[config.mk]
export PLATFORM = sky130hd
export DESIGN_NAME = ultrasonic_range_averager_flat
export DESIGN_NICKNAME = d
export VERILOG_FILES = /design/src/rtl/urav_pkg.sv /design/src/rtl/urav_ifs.sv /design/src/rtl/urav_ctrl.sv /design/src/rtl/urav_datapath.sv /design/src/rtl/ultrasonic_range_averager.sv /design/src/flat_wrapper.sv
export SDC_FILE = /design/constraint.sdc
export NUM_CORES = 1
export LEC_CHECK = 0
export BUFFER_PORTS_ARGS = -buffer_cell sky130_fd_sc_hd__buf_2
export CAP_MARGIN = 20
export CORE_ASPECT_RATIO = 0.6
export CORE_MARGIN = 1
export CORE_UTILIZATION = 35
export DETAILED_ROUTE_END_ITERATION = 10
export GPL_TIMING_DRIVEN = 0
export PLACE_DENSITY_LB_ADDON = 0.1
export SKIP_CTS_REPAIR_TIMING = 1
export SLEW_MARGIN = 15
export SYNTH_ARGS = -nofsm -noshare
export SYNTH_HDL_FRONTEND = slang
export SYNTH_SLANG_ARGS = --single-unit
[constraint.sdc]
create_clock -name clk -period 10.6 [get_ports clk]
set_clock_uncertainty 0.2 [all_clocks]
set_input_delay 0.53 -clock clk [delete_from_list [all_inputs] [get_ports clk]]
set_output_delay 0.53 -clock clk [all_outputs]
set_load 0.01 [all_outputs]
[src/rtl/urav_pkg.sv]
`timescale 1ns / 1ps
// ----------------------------------------------------------------------------
// urav_pkg
// Shared types and constants for the ultrasonic range averager.
// ----------------------------------------------------------------------------
package urav_pkg;

	// register widths
	localparam int CountW   = 8;
	localparam int TrigW    = 10;
	localparam int TimeoutW = 16;
	localparam int PeriodW  = 17;
	localparam int UpcW     = 8;
	localparam int SumW     = 24;
	localparam int DistW    = 25;
	localparam int TicksW   = 17;

	// configuration port
	localparam int CfgIdxW  = 3;
	localparam int CfgDataW = 17;

	// divider: numerator is sum * 256, denominator is rounds * us_per_cm
	localparam int NumW    = SumW + 8;
	localparam int DenW    = CountW + UpcW;
	localparam int DivCntW = $clog2(NumW);

	localparam logic [PeriodW-1:0] PeriodMax = {PeriodW{1'b1}};

	// register indexes
	localparam logic [CfgIdxW-1:0] RegSampleCount  = 3'd0;
	localparam logic [CfgIdxW-1:0] RegTriggerUs    = 3'd1;
	localparam logic [CfgIdxW-1:0] RegEchoTimeout  = 3'd2;
	localparam logic [CfgIdxW-1:0] RegTimeoutWidth = 3'd3;
	localparam logic [CfgIdxW-1:0] RegSamplePeriod = 3'd4;
	localparam logic [CfgIdxW-1:0] RegUsPerCm      = 3'd5;

	// measurement phase
	typedef enum logic [2:0] {
		PH_IDLE = 3'd0,
		PH_TRIG = 3'd1,
		PH_WAIT = 3'd2,
		PH_HIGH = 3'd3,
		PH_HOLD = 3'd4
	} urav_phase_t;

	// sequencer state
	typedef enum logic [2:0] {
		S_IDLE,
		S_EVAL,
		S_DIV_LOAD,
		S_DIV,
		S_PUSH
	} urav_state_t;

	typedef struct packed {
		logic in_load;
		logic tick_commit;
		logic div_load;
		logic div_step;
		logic out_load;
	} urav_cmd_t;

	typedef struct packed {
		logic tick_done;
		logic div_last;
		logic out_free;
	} urav_sts_t;

endpackage

[src/rtl/urav_ifs.sv]
`timescale 1ns / 1ps
// ----------------------------------------------------------------------------
// urav channel interfaces
// Tick input, result output and register write channels.
// ----------------------------------------------------------------------------

// one word per microsecond tick
interface urav_in_if import urav_pkg::*; ();
	logic valid;
	logic ready;
	logic start_req;
	logic echo_level;

	modport source (output valid, output start_req, output echo_level, input ready);
	modport sink (input valid, input start_req, input echo_level, output ready);
endinterface

// one result word per tick
interface urav_out_if import urav_pkg::*; ();
	logic             valid;
	logic             ready;
	logic             trigger_level;
	logic             busy_res;
	logic             done_res;
	logic [DistW-1:0] distance_q8;

	modport source (output valid, output trigger_level, output busy_res, output done_res,
		output distance_q8, input ready);
	modport sink (input valid, input trigger_level, input busy_res, input done_res,
		input distance_q8, output ready);
endinterface

// register writes
interface urav_cfg_if import urav_pkg::*; ();
	logic                valid;
	logic                ready;
	logic [CfgIdxW-1:0]  index;
	logic [CfgDataW-1:0] data;

	modport source (output valid, output index, output data, input ready);
	modport sink (input valid, input index, input data, output ready);
endinterface

[src/rtl/urav_ctrl.sv]
`timescale 1ns / 1ps
// ----------------------------------------------------------------------------
// urav_ctrl
// Sequencer: takes a tick word, evaluates it, runs the divider on the
// done tick and hands the result word to the output register.
// ----------------------------------------------------------------------------
module urav_ctrl import urav_pkg::*; (
	input  logic      clk,
	input  logic      arst_n,
	input  logic      in_valid,
	output logic      in_ready,
	input  urav_sts_t sts,
	output urav_cmd_t cmd
);

	urav_state_t state_q, state_n;

	// state register
	always_ff @(posedge clk or negedge arst_n) begin
		if (!arst_n) begin
			state_q <= S_IDLE;
		end else begin
			state_q <= state_n;
		end
	end

	// next state and commands
	always_comb begin
		state_n  = state_q;
		cmd      = '0;
		in_ready = 1'b0;
		case (state_q)
			S_IDLE: begin
				in_ready    = 1'b1;
				cmd.in_load = in_valid;
				if (in_valid) begin
					state_n = S_EVAL;
				end
			end
			S_EVAL: begin
				cmd.tick_commit = 1'b1;
				state_n = sts.tick_done ? S_DIV_LOAD : S_PUSH;
			end
			S_DIV_LOAD: begin
				cmd.div_load = 1'b1;
				state_n = S_DIV;
			end
			S_DIV: begin
				cmd.div_step = 1'b1;
				if (sts.div_last) begin
					state_n = S_PUSH;
				end
			end
			S_PUSH: begin
				if (sts.out_free) begin
					cmd.out_load = 1'b1;
					state_n = S_IDLE;
				end
			end
			default: begin
				state_n = S_IDLE;
			end
		endcase
	end

endmodule

[src/rtl/urav_datapath.sv]
`timescale 1ns / 1ps
// ----------------------------------------------------------------------------
// urav_datapath
// Registers, per-tick phase logic, restoring divider and output register.
// ----------------------------------------------------------------------------
module urav_datapath import urav_pkg::*; (
	input  logic                clk,
	input  logic                arst_n,
	input  urav_cmd_t           cmd,
	output urav_sts_t           sts,
	input  logic                in_start,
	input  logic                in_echo,
	input  logic                cfg_we,
	input  logic [CfgIdxW-1:0]  cfg_index,
	input  logic [CfgDataW-1:0] cfg_data,
	input  logic                out_ready,
	output logic                out_valid,
	output logic                out_trig,
	output logic                out_busy,
	output logic                out_done,
	output logic [DistW-1:0]    out_dist
);

	// configuration registers
	logic [CountW-1:0]   sample_count_q;
	logic [TrigW-1:0]    trigger_us_q;
	logic [TimeoutW-1:0] echo_timeout_q;
	logic [TimeoutW-1:0] timeout_width_q;
	logic [PeriodW-1:0]  sample_period_q;
	logic [UpcW-1:0]     us_per_cm_q;

	// measurement state
	urav_phase_t       phase_q;
	logic [TicksW-1:0] phase_ticks_q;
	logic [PeriodW-1:0] period_q;
	logic [CountW-1:0] rounds_q;
	logic [SumW-1:0]   sum_q;
	logic [DistW-1:0]  last_dist_q;

	// captured tick word and pending result flags
	logic start_q, echo_q;
	logic trig_q, busy_q, done_q;

	// divider
	logic [NumW-1:0]     num_q;
	logic [DenW-1:0]     den_q;
	logic [DenW-1:0]     rem_q;
	logic [DivCntW-1:0]  div_cnt_q;
	logic [DenW:0]       rem_sh;
	logic [DenW:0]       rem_diff;
	logic                rem_ge;
	logic [NumW-1:0]     num_n;

	// output register
	logic             out_valid_q;
	logic             out_trig_q, out_busy_q, out_done_q;
	logic [DistW-1:0] out_dist_q;

	// next tick values
	urav_phase_t        ph_n;
	logic [TicksW-1:0]  pt_n;
	logic [PeriodW-1:0] per_n;
	logic [CountW-1:0]  rd_n;
	logic [SumW-1:0]    ws_n;
	logic               trig_n, busy_n, done_n;
	logic               end_rnd;
	logic [TimeoutW-1:0] end_w;
	logic [CountW-1:0]  want;
	logic [UpcW-1:0]    upc;

	assign want = (sample_count_q == '0) ? CountW'(1) : sample_count_q;
	assign upc  = (us_per_cm_q == '0) ? UpcW'(1) : us_per_cm_q;

	// one tick of the ranging sequence
	always_comb begin
		ph_n    = phase_q;
		pt_n    = phase_ticks_q;
		per_n   = period_q;
		rd_n    = rounds_q;
		ws_n    = sum_q;
		trig_n  = 1'b0;
		busy_n  = 1'b0;
		done_n  = 1'b0;
		end_rnd = 1'b0;
		end_w   = '0;
		if (phase_q == PH_IDLE && start_q) begin
			ph_n  = PH_TRIG;
			pt_n  = '0;
			per_n = '0;
			rd_n  = '0;
			ws_n  = '0;
		end
		if (ph_n != PH_IDLE) begin
			busy_n = 1'b1;
			if (per_n != PeriodMax) begin
				per_n = per_n + PeriodW'(1);
			end
			case (ph_n)
				PH_TRIG: begin
					trig_n = 1'b1;
					pt_n   = pt_n + TicksW'(1);
					if (pt_n >= TicksW'(trigger_us_q)) begin
						ph_n = PH_WAIT;
						pt_n = '0;
					end
				end
				PH_WAIT: begin
					if (echo_q) begin
						ph_n = PH_HIGH;
						pt_n = TicksW'(1);
					end else begin
						pt_n = pt_n + TicksW'(1);
					end
					if (pt_n > TicksW'(echo_timeout_q)) begin
						end_rnd = 1'b1;
						end_w   = timeout_width_q;
					end
				end
				PH_HIGH: begin
					if (!echo_q) begin
						end_rnd = 1'b1;
						end_w   = pt_n[TimeoutW-1:0];
					end else begin
						pt_n = pt_n + TicksW'(1);
						if (pt_n > TicksW'(echo_timeout_q)) begin
							end_rnd = 1'b1;
							end_w   = timeout_width_q;
						end
					end
				end
				default: ;
			endcase
			if (end_rnd) begin
				ws_n = ws_n + SumW'(end_w);
				rd_n = rd_n + CountW'(1);
				ph_n = PH_HOLD;
			end
			// round spacing, then next round or report
			if (ph_n == PH_HOLD && per_n >= sample_period_q) begin
				if (rd_n >= want) begin
					done_n = 1'b1;
					busy_n = 1'b0;
					ph_n   = PH_IDLE;
				end else begin
					ph_n = PH_TRIG;
				end
				pt_n  = '0;
				per_n = '0;
			end
		end
	end

	// divider step: shift in one numerator bit, subtract when it fits
	assign rem_sh   = {rem_q, num_q[NumW-1]};
	assign rem_diff = rem_sh - {1'b0, den_q};
	assign rem_ge   = (rem_sh >= {1'b0, den_q});
	assign num_n    = {num_q[NumW-2:0], rem_ge};

	// configuration registers
	always_ff @(posedge clk or negedge arst_n) begin
		if (!arst_n) begin
			sample_count_q  <= CountW'(2);
			trigger_us_q    <= TrigW'(10);
			echo_timeout_q  <= TimeoutW'(30000);
			timeout_width_q <= TimeoutW'(17400);
			sample_period_q <= PeriodW'(60000);
			us_per_cm_q     <= UpcW'(58);
		end else if (cfg_we) begin
			case (cfg_index)
				RegSampleCount:  sample_count_q  <= cfg_data[CountW-1:0];
				RegTriggerUs:    trigger_us_q    <= cfg_data[TrigW-1:0];
				RegEchoTimeout:  echo_timeout_q  <= cfg_data[TimeoutW-1:0];
				RegTimeoutWidth: timeout_width_q <= cfg_data[TimeoutW-1:0];
				RegSamplePeriod: sample_period_q <= cfg_data[PeriodW-1:0];
				RegUsPerCm:      us_per_cm_q     <= cfg_data[UpcW-1:0];
				default: ;
			endcase
		end
	end

	// measurement state and reported distance
	always_ff @(posedge clk or negedge arst_n) begin
		if (!arst_n) begin
			phase_q       <= PH_IDLE;
			phase_ticks_q <= '0;
			period_q      <= '0;
			rounds_q      <= '0;
			sum_q         <= '0;
			last_dist_q   <= '0;
		end else begin
			if (cmd.tick_commit) begin
				phase_q       <= ph_n;
				phase_ticks_q <= pt_n;
				period_q      <= per_n;
				rounds_q      <= rd_n;
				sum_q         <= ws_n;
			end
			if (cmd.div_step && sts.div_last) begin
				last_dist_q <= num_n[DistW-1:0];
			end
		end
	end

	// captured tick word and result flags
	always_ff @(posedge clk) begin
		if (cmd.in_load) begin
			start_q <= in_start;
			echo_q  <= in_echo;
		end
		if (cmd.tick_commit) begin
			trig_q <= trig_n;
			busy_q <= busy_n;
			done_q <= done_n;
		end
	end

	// divider registers
	always_ff @(posedge clk) begin
		if (cmd.div_load) begin
			num_q     <= {sum_q, 8'd0};
			den_q     <= DenW'(rounds_q) * DenW'(upc);
			rem_q     <= '0;
			div_cnt_q <= '0;
		end else if (cmd.div_step) begin
			num_q     <= num_n;
			rem_q     <= rem_ge ? rem_diff[DenW-1:0] : rem_sh[DenW-1:0];
			div_cnt_q <= div_cnt_q + DivCntW'(1);
		end
	end

	// output register
	always_ff @(posedge clk or negedge arst_n) begin
		if (!arst_n) begin
			out_valid_q <= 1'b0;
		end else if (cmd.out_load) begin
			out_valid_q <= 1'b1;
		end else if (out_ready) begin
			out_valid_q <= 1'b0;
		end
	end

	always_ff @(posedge clk) begin
		if (cmd.out_load) begin
			out_trig_q <= trig_q;
			out_busy_q <= busy_q;
			out_done_q <= done_q;
			out_dist_q <= last_dist_q;
		end
	end

	assign sts.tick_done = done_n;
	assign sts.div_last  = (div_cnt_q == DivCntW'(NumW - 1));
	assign sts.out_free  = !out_valid_q || out_ready;

	assign out_valid = out_valid_q;
	assign out_trig  = out_trig_q;
	assign out_busy  = out_busy_q;
	assign out_done  = out_done_q;
	assign out_dist  = out_dist_q;

endmodule

[src/rtl/ultrasonic_range_averager.sv]
`timescale 1ns / 1ps
// ----------------------------------------------------------------------------
// ultrasonic_range_averager
// Ultrasonic ranging sequencer that averages several echo widths.
// ----------------------------------------------------------------------------
// Usage:
//   in_ch takes one word per microsecond tick: start_req and the sampled
//   echo pin. For every tick word one result word leaves on out_ch with the
//   trigger pin level, busy, done and the distance in cm (Q8).
//   cfg writes the six registers by index and is always ready; the user
//   must write it only while no tick word is in flight, unchecked by the block.
// Sequence:
//   a tick word passes three steps from acceptance to the result register
//   (accept, evaluate, load). On the tick that reports a distance the
//   restoring divider adds a load step and then one quotient bit per cycle
//   over 32 bits. One word is in work at a time; the next is taken while
//   the previous result waits on out_ch.
// Reset:
//   arst_n clears the sequencer, the measurement state and the reported
//   distance, and loads the register defaults.
// Stall:
//   a result word holds on out_ch until taken; the sequencer then waits
//   with its next result and does not take further tick words.
// ----------------------------------------------------------------------------
module ultrasonic_range_averager import urav_pkg::*; (
	input  logic              clk,
	input  logic              arst_n,
	urav_in_if.sink           in_ch,
	urav_out_if.source        out_ch,
	urav_cfg_if.sink          cfg
);

	urav_cmd_t cmd;
	urav_sts_t sts;
	logic      in_ready;

	assign in_ch.ready = in_ready;
	assign cfg.ready   = 1'b1;

	// sequencer
	urav_ctrl u_ctrl (
		.clk      (clk),
		.arst_n   (arst_n),
		.in_valid (in_ch.valid),
		.in_ready (in_ready),
		.sts      (sts),
		.cmd      (cmd)
	);

	// datapath
	urav_datapath u_dp (
		.clk       (clk),
		.arst_n    (arst_n),
		.cmd       (cmd),
		.sts       (sts),
		.in_start  (in_ch.start_req),
		.in_echo   (in_ch.echo_level),
		.cfg_we    (cfg.valid),
		.cfg_index (cfg.index),
		.cfg_data  (cfg.data),
		.out_ready (out_ch.ready),
		.out_valid (out_ch.valid),
		.out_trig  (out_ch.trigger_level),
		.out_busy  (out_ch.busy_res),
		.out_done  (out_ch.done_res),
		.out_dist  (out_ch.distance_q8)
	);

endmodule

[src/flat_wrapper.sv]
// flat-port wrapper written by rule: the top's interface ports become plain ports
module ultrasonic_range_averager_flat import urav_pkg::*;
  (clk, arst_n, in_ch_valid, in_ch_start_req, in_ch_echo_level, in_ch_ready, out_ch_valid, out_ch_trigger_level, out_ch_busy_res, out_ch_done_res, out_ch_distance_q8, out_ch_ready, cfg_valid, cfg_index, cfg_data, cfg_ready);
  urav_in_if in_ch_i ();
  urav_out_if out_ch_i ();
  urav_cfg_if cfg_i ();
  input  logic clk;
  input  logic arst_n;
  input wire logic [$bits(in_ch_i.valid)-1:0] in_ch_valid;
  input wire logic [$bits(in_ch_i.start_req)-1:0] in_ch_start_req;
  input wire logic [$bits(in_ch_i.echo_level)-1:0] in_ch_echo_level;
  output wire logic [$bits(in_ch_i.ready)-1:0] in_ch_ready;
  output wire logic [$bits(out_ch_i.valid)-1:0] out_ch_valid;
  output wire logic [$bits(out_ch_i.trigger_level)-1:0] out_ch_trigger_level;
  output wire logic [$bits(out_ch_i.busy_res)-1:0] out_ch_busy_res;
  output wire logic [$bits(out_ch_i.done_res)-1:0] out_ch_done_res;
  output wire logic [$bits(out_ch_i.distance_q8)-1:0] out_ch_distance_q8;
  input wire logic [$bits(out_ch_i.ready)-1:0] out_ch_ready;
  input wire logic [$bits(cfg_i.valid)-1:0] cfg_valid;
  input wire logic [$bits(cfg_i.index)-1:0] cfg_index;
  input wire logic [$bits(cfg_i.data)-1:0] cfg_data;
  output wire logic [$bits(cfg_i.ready)-1:0] cfg_ready;
  assign in_ch_i.valid = in_ch_valid;
  assign in_ch_i.start_req = in_ch_start_req;
  assign in_ch_i.echo_level = in_ch_echo_level;
  assign in_ch_ready = in_ch_i.ready;
  assign out_ch_valid = out_ch_i.valid;
  assign out_ch_trigger_level = out_ch_i.trigger_level;
  assign out_ch_busy_res = out_ch_i.busy_res;
  assign out_ch_done_res = out_ch_i.done_res;
  assign out_ch_distance_q8 = out_ch_i.distance_q8;
  assign out_ch_i.ready = out_ch_ready;
  assign cfg_i.valid = cfg_valid;
  assign cfg_i.index = cfg_index;
  assign cfg_i.data = cfg_data;
  assign cfg_ready = cfg_i.ready;
  ultrasonic_range_averager u_core (.clk(clk), .arst_n(arst_n), .in_ch(in_ch_i), .out_ch(out_ch_i), .cfg(cfg_i));
endmodule
### Yosys cells after proc, flatten, opt, wreduce, memory -nomap -nowiden

Cells that the tools add are included.

| cells by class | value |
|---|---|
| add/sub/neg operators | 6 |
| multipliers | 1 |
| order comparisons | 6 |
| equality and inequality tests | 18 |
| multiplexer cells | 65 |
| reduce and logical (&&, ||, !) cells | 20 |

Operators with widths:

| cell | count |
|---|---|
| two-way mux 17 bit | 13 |
| two-way mux 16 bit | 5 |
| two-way mux 24 bit | 3 |
| two-way mux 32 bit | 2 |
| one-hot mux 17 bit (3 select lines) | 1 |
| two-way mux 8 bit | 6 |
| adder 17 x 1 -> 17 bit (second input constant) | 2 |
| > comparator 17 x 16 -> 1 bit | 2 |
| two-way mux 3 bit | 11 |
| one-hot mux 16 bit (2 select lines) | 1 |
| adder 24 x 16 -> 24 bit | 1 |
| two-way mux 1 bit | 20 |
| equality test 3 x 2 -> 1 bit (second input constant) | 6 |
| >= comparator 17 x 10 -> 1 bit | 1 |
| >= comparator 17 x 16 -> 1 bit | 1 |
| >= comparator 17 bit | 1 |
| != test 17 bit (second input constant) | 1 |
| zero test 8 bit | 2 |
| multiplier 8 x 8 -> 16 bit | 1 |
| subtractor 16 bit | 1 |
| one-hot mux 3 bit (5 select lines) | 1 |
| equality test 3 bit (second input constant) | 4 |
| AND reduction 2 bit | 6 |
| equality test 3 x 1 -> 1 bit (second input constant) | 3 |
| other kinds (15) | 21 |

| storage, ports and cells | value |
|---|---|
| flip-flop bits (word level) | 275 |
| input bits | 27 |

### Logic depth before layout (Yosys ltp)

| depth | value |
|---|---|
| word-level depth | 19 |
| mapped depth | 36 |

### Modules after synthesis

From an unflattened synthesis, not the netlist that was laid out.

| unflattened totals | value |
|---|---|
| cells, all modules | 1815 |
| area, all modules | 17590.6 µm² |

By module, submodules not included:

| module | times used | cells each | area an instance (µm²) |
|---|---|---|---|
| urav_datapath | 1 | 1792 | 17376.7 |
| urav_ctrl | 1 | 21 | 202.7 |
| ultrasonic_range_averager | 1 | 2 | 11.3 |

### Worst setup path before layout

OpenSTA, ideal clock, no wires.

| path | value |
|---|---|
| kind | register -> register |
| from | reg u_core.u_dp.start_q |
| to | reg u_core.u_dp.sum_q[19] |
| library setup time | 0.121 ns |
| arrival | 7.614 ns |
| path slack | 2.665 ns |
| stages on the path, launching flop included | 33 |
| period minus slack after synthesis | 7.935 ns |
| cells stage by stage | edfxtp_1 -> or4b_1 -> clkbuf_1 -> buf_2 -> clkbuf_1 -> clkbuf_1 -> clkbuf_1 -> clkbuf_1 -> and2_1 -> ha_1 -> buf_2 -> nand3_1 -> or4b_2 -> xor2_1 -> and2_1 -> ha_1 -> nand2_1 -> nor4_1 -> o31ai_1 -> a31oi_1 -> inv_2 -> o21ai_1 -> clkbuf_1 -> a22o_1 -> ha_1 -> a211oi_1 -> o21bai_1 -> o2111a_1 -> o211ai_1 -> o21ai_0 -> a21boi_0 -> nor4_1 -> o22a_1 |

| on the way | value |
|---|---|
| cells in the longest elaborated chain, start to end | 13 |

Ends and longest elaborated chain:

| element | RTL line | RTL |
|---|---|---|
| start: declaration | urav_datapath.sv:41 | `logic start_q, echo_q;` |
| start signal: assignment | urav_datapath.sv:207 | `start_q <= in_start;` |
| logical AND 1 bit (*) | urav_datapath.sv:86 | `if (phase_q == PH_IDLE && start_q) begin` |
| two-way mux 17 bit | urav_datapath.sv:86 |  |
| adder 17 x 1 -> 17 bit | urav_datapath.sv:112, urav_datapath.sv:124 |  |
| two-way mux 17 bit | urav_datapath.sv:108 | `if (echo_q) begin` |
| two-way mux 17 bit | urav_datapath.sv:98 | `case (ph_n)` |
| two-way mux 17 bit | urav_datapath.sv:93 | `if (ph_n != PH_IDLE) begin` |
| > comparator 17 x 16 -> 1 bit | urav_datapath.sv:114 | `if (pt_n > TicksW'(echo_timeout_q)) begin` |
| two-way mux 16 bit | urav_datapath.sv:114 |  |
| one-hot mux 16 bit (2 select lines) | urav_datapath.sv:98 |  |
| two-way mux 16 bit | urav_datapath.sv:93 |  |
| adder 24 x 16 -> 24 bit | urav_datapath.sv:134 | `ws_n = ws_n + SumW'(end_w);` |
| two-way mux 24 bit | urav_datapath.sv:133 | `if (end_rnd) begin` |
| two-way mux 24 bit (*) | urav_datapath.sv:93 |  |
| end signal: assignment | urav_datapath.sv:196 | `sum_q <= ws_n;` |
| end: declaration | urav_datapath.sv:37 | `logic [SumW-1:0] sum_q;` |

Mark *: on every way between the ends. The rest lies on a longest branch, timed or not. The select of a mux whose other input is x is not followed.
A chain may end at the register's enable or synchronous reset.

### Final worst setup path

Ends and elaborated chain as after synthesis.

==> results.toml <==
[status]
status = "finished, final reports clean"

[timing]
tightestPinTransition_ns = 1.127
min_period_over_period = 0.9410
rsz0062_at_grt = "false"
fmax_mhz = 100.3
finalSetupViolations = 0
timing.hold.ws_ns = 0.03449
finalMaxSlewViolations = 0
relSlewSlack = 0.2388
final-hold-violation-count = 0
final.min_clock_period_ns = 9.975

[clocking]
clkTransAtPathRegs_ns = 0.07
cts_tree = "done"
clock_sinks = 275
clockRootBuffer = "clkbuf_16"
htreeDepth = 1
clock_path_buffers = 3
numCtsBuffers = 31
clk_latency_ns = 0.60

[yosys]
synth-edff-count = 73
synth_async_sr_flop_share = 0.6291
ys_types = 91
avgSynthCellArea_um2 = 9.677
synth-seq-cells = 275
yosysSeqAreaShare = 0.4046
netlist_area_um2 = 17640
synthFlopType = "dfrtp_1"
synth_cells = 1823
yosysWarnings = 0
syn_nets = 2029

[hold_path]
hp-start = "cfg_data[11]"
worstHoldPathType = "input port to flip-flop"
hold_path_depth = 3
holdPathEnd = "u_core.u_dp.sample_period_q[11]"

[floorplanning]
design.die.area_um2 = 51340
initial_utilization = 0.3558
core_um2 = 49580
num_io_pins = 58
die_h_um = 175.9
placementRows = 63
die_x_um = 291.8

[worst_setup_path]
slowest_stage = "a21boi_0"
worstSetupStartpointType = "flip-flop"
crit_path_frequent_cell = "clkbuf_2"
r2r-start = "u_core.u_dp.start_q"
r2r_slack_ns = 0.63
path_max_fanout = 10
crit_arrival_ns = 10.26
timing.reg2reg.worst_path_depth = 31
cp-end-kind = "flip-flop"
reg2reg_to = "u_core.u_dp.sum_q[19]"
max_stage_delay_ns = 0.68
worstPathRequired_ns = 10.89
worst-setup-path-type = "flip-flop to flip-flop"

[detailed_routing]
routed_wirelength_um = 53200
ant_nets = 0
dr.pass1.iters = 7
vias = 14030
avgRoutedWirePerCell_um = 20.51
viasPerCell = 5.410
drt_iter0_markers = 1084
drc = 0

[place]
place_area_um2 = 18810
numPortBuffers = 56
hpwlAfterDp_um = 40500
place.gp.congestion = 0.9470

[cells_and_area]
nets = 2124
fill_cells = 4905
stdcell_area_um2 = 19960
most-common-layout-cells = "nand2_1 (212), dfrtp_1 (144), ha_1 (141)"
drive_above_1_share = 0.1276
layout_commonest_cell = "nand2_1"
syn_to_final_growth_pct = 13.15

[grt]
overflow = 0
grt_pass1_vias = 13300
grt_pass1_wl_um = 82580
track_usage = 0.2099
grt_max_degree = 97
antenna_found_initial = 1

[pwr]
leakagePower_uw = 0.008915
p_per_area_nw_per_um2 = 167.5
vdd_drop_max_v = 0.0001460

[job]
max_cap_viol_count = 0
## worst max path at each step
| stage | slack, ns | endpoint | from | cells past startpoint |
|---|---|---|---|---|
| final | 0.63 | u_core.u_dp.sum_q[19] | u_core.u_dp.start_q | 31 |
| after global routing | 0.12 | u_core.u_dp.sum_q[20] | u_core.u_dp.start_q | 32 |
| after CTS | -1.04 | u_core.u_dp.sum_q[19] | u_core.u_dp.start_q | 32 |
| after detailed placement | -1.00 | u_core.u_dp.sum_q[19] | u_core.u_dp.start_q | 32 |
| after global placement | -1.48 | u_core.u_dp.sum_q[20] | u_core.u_dp.start_q | 32 |
| after floorplan | 2.66 | u_core.u_dp.sum_q[19] | u_core.u_dp.start_q | 32 |
## layer usage
layer	wire, um	global-route usage	vias up
met5	0	0	-
met4	941	0.04123	0
met2	19770	0.2734	431
li1	-	-	6676
met1	29080	0.3503	6869
met3	3414	0.03303	57
## cell families (layout without fill, tap and decap cells)
group	Yosys count	after routing	share of synthesized area
AND/OR/NAND/NOR	578	578	0.1618
AO/OA/AOI/OAI	421	421	0.1600
flip-flops	275	275	0.4046
buffers and inverters	224	344	0.04879
adder cells (fa/ha/maj)	182	182	0.1448
multiplexers	73	73	0.04546
XOR/XNOR	69	69	0.03426
other	1	2	0.0002126
## worst max-delay path: cells and delay by family, from the launching register on
family / cells / cell delay (ns)
AO/OA/AOI/OAI: 11 / 3.19
AND/OR/NAND/NOR: 8 / 2.07
buffers and inverters: 8 / 2.59
adder cells (fa/ha/maj): 3 / 0.72
multiplexers: 1 / 0.53
flip-flops: 1 / 0.49
## flip-flops by register name (all words and copies together) (netlist names), 10 cells and up
| signal | flops |
|---|---|
| u_core.u_dp.timeout_width_q | 16 |
| u_core.u_dp.last_dist_q | 25 |
| u_core.u_dp.den_q | 16 |
| u_core.u_dp.rem_q | 16 |
| u_core.u_dp.num_q | 32 |
| u_core.u_dp.trigger_us_q | 10 |
| u_core.u_dp.sample_period_q | 17 |
| u_core.u_dp.out_dist | 25 |
| u_core.u_dp.echo_timeout_q | 16 |
| u_core.u_dp.phase_ticks_q | 17 |
| u_core.u_dp.period_q | 17 |
| u_core.u_dp.sum_q | 24 |
## where the power goes
group	total (uW)	internal (uW)	leakage (uW)	switching [uW]
clock network	1130	657	0.000521	475
logic	937	296	0.00519	641
registers	1270	1220	0.00321	55.5
total	3340	2170	0.00892	1170
## metrics by stage
| stage | TNS (ns) | total power, uW | instances | utilization | setup WS, ns |
|---|---|---|---|---|---|
| finish | 0 | 3343 | 2594 | 0.4026 | 0.6255 |
| global route | 0 | 3529 | 2593 | 0.4026 | 0.1165 |
| CTS | -9.328 | 3358 | 2589 | 0.4008 | -1.043 |
| detailed placement | -8.690 | 2208 | 2531 | 0.3795 | -1.005 |
| global placement | -18.18 | 2192 | 2529 | 0.3779 | -1.481 |
| floorplan | 0 | 1865 | 1823 | - | 2.665 |
## cell usage after synthesis (26+ instances only)
library cell,count,share of area
a21oi_1,82,0.023
a22o_1,53,0.026
and2_1,60,0.021
clkbuf_1,69,0.015
dfrtp_1,144,0.20
dfstp_2,29,0.043
dfxtp_1,29,0.033
edfxtp_1,73,0.12
fa_1,38,0.043
ha_1,141,0.10
inv_1,138,0.029
mux2_2,57,0.036
nand2_1,212,0.045
nand3_1,38,0.011
nand4_1,27,0.0096
nor2_1,101,0.021
nor3_1,29,0.0082
o21ai_0,110,0.031
xnor2_1,43,0.021
xor2_1,26,0.013
## area by class of cell
| type | instances | area, um^2 | share of cell area |
|---|---|---|---|
| inverter | 139 | 521.8 | 0.02614 |
| sequential | 275 | 7138 | 0.3576 |
| timing repair buffer | 63 | 382.9 | 0.01918 |
| tap | 650 | 813.3 | 0.04074 |
| clock inverter | 21 | 231.5 | 0.01160 |
| clock buffer | 37 | 828.3 | 0.04149 |
| multi-input combinational | 1324 | 9702 | 0.4860 |
| buffer | 84 | 341.6 | 0.01711 |
| antenna | 1 | 2.502 | 0.0001254 |
Note: power is estimated with default switching activity, not from simulation.
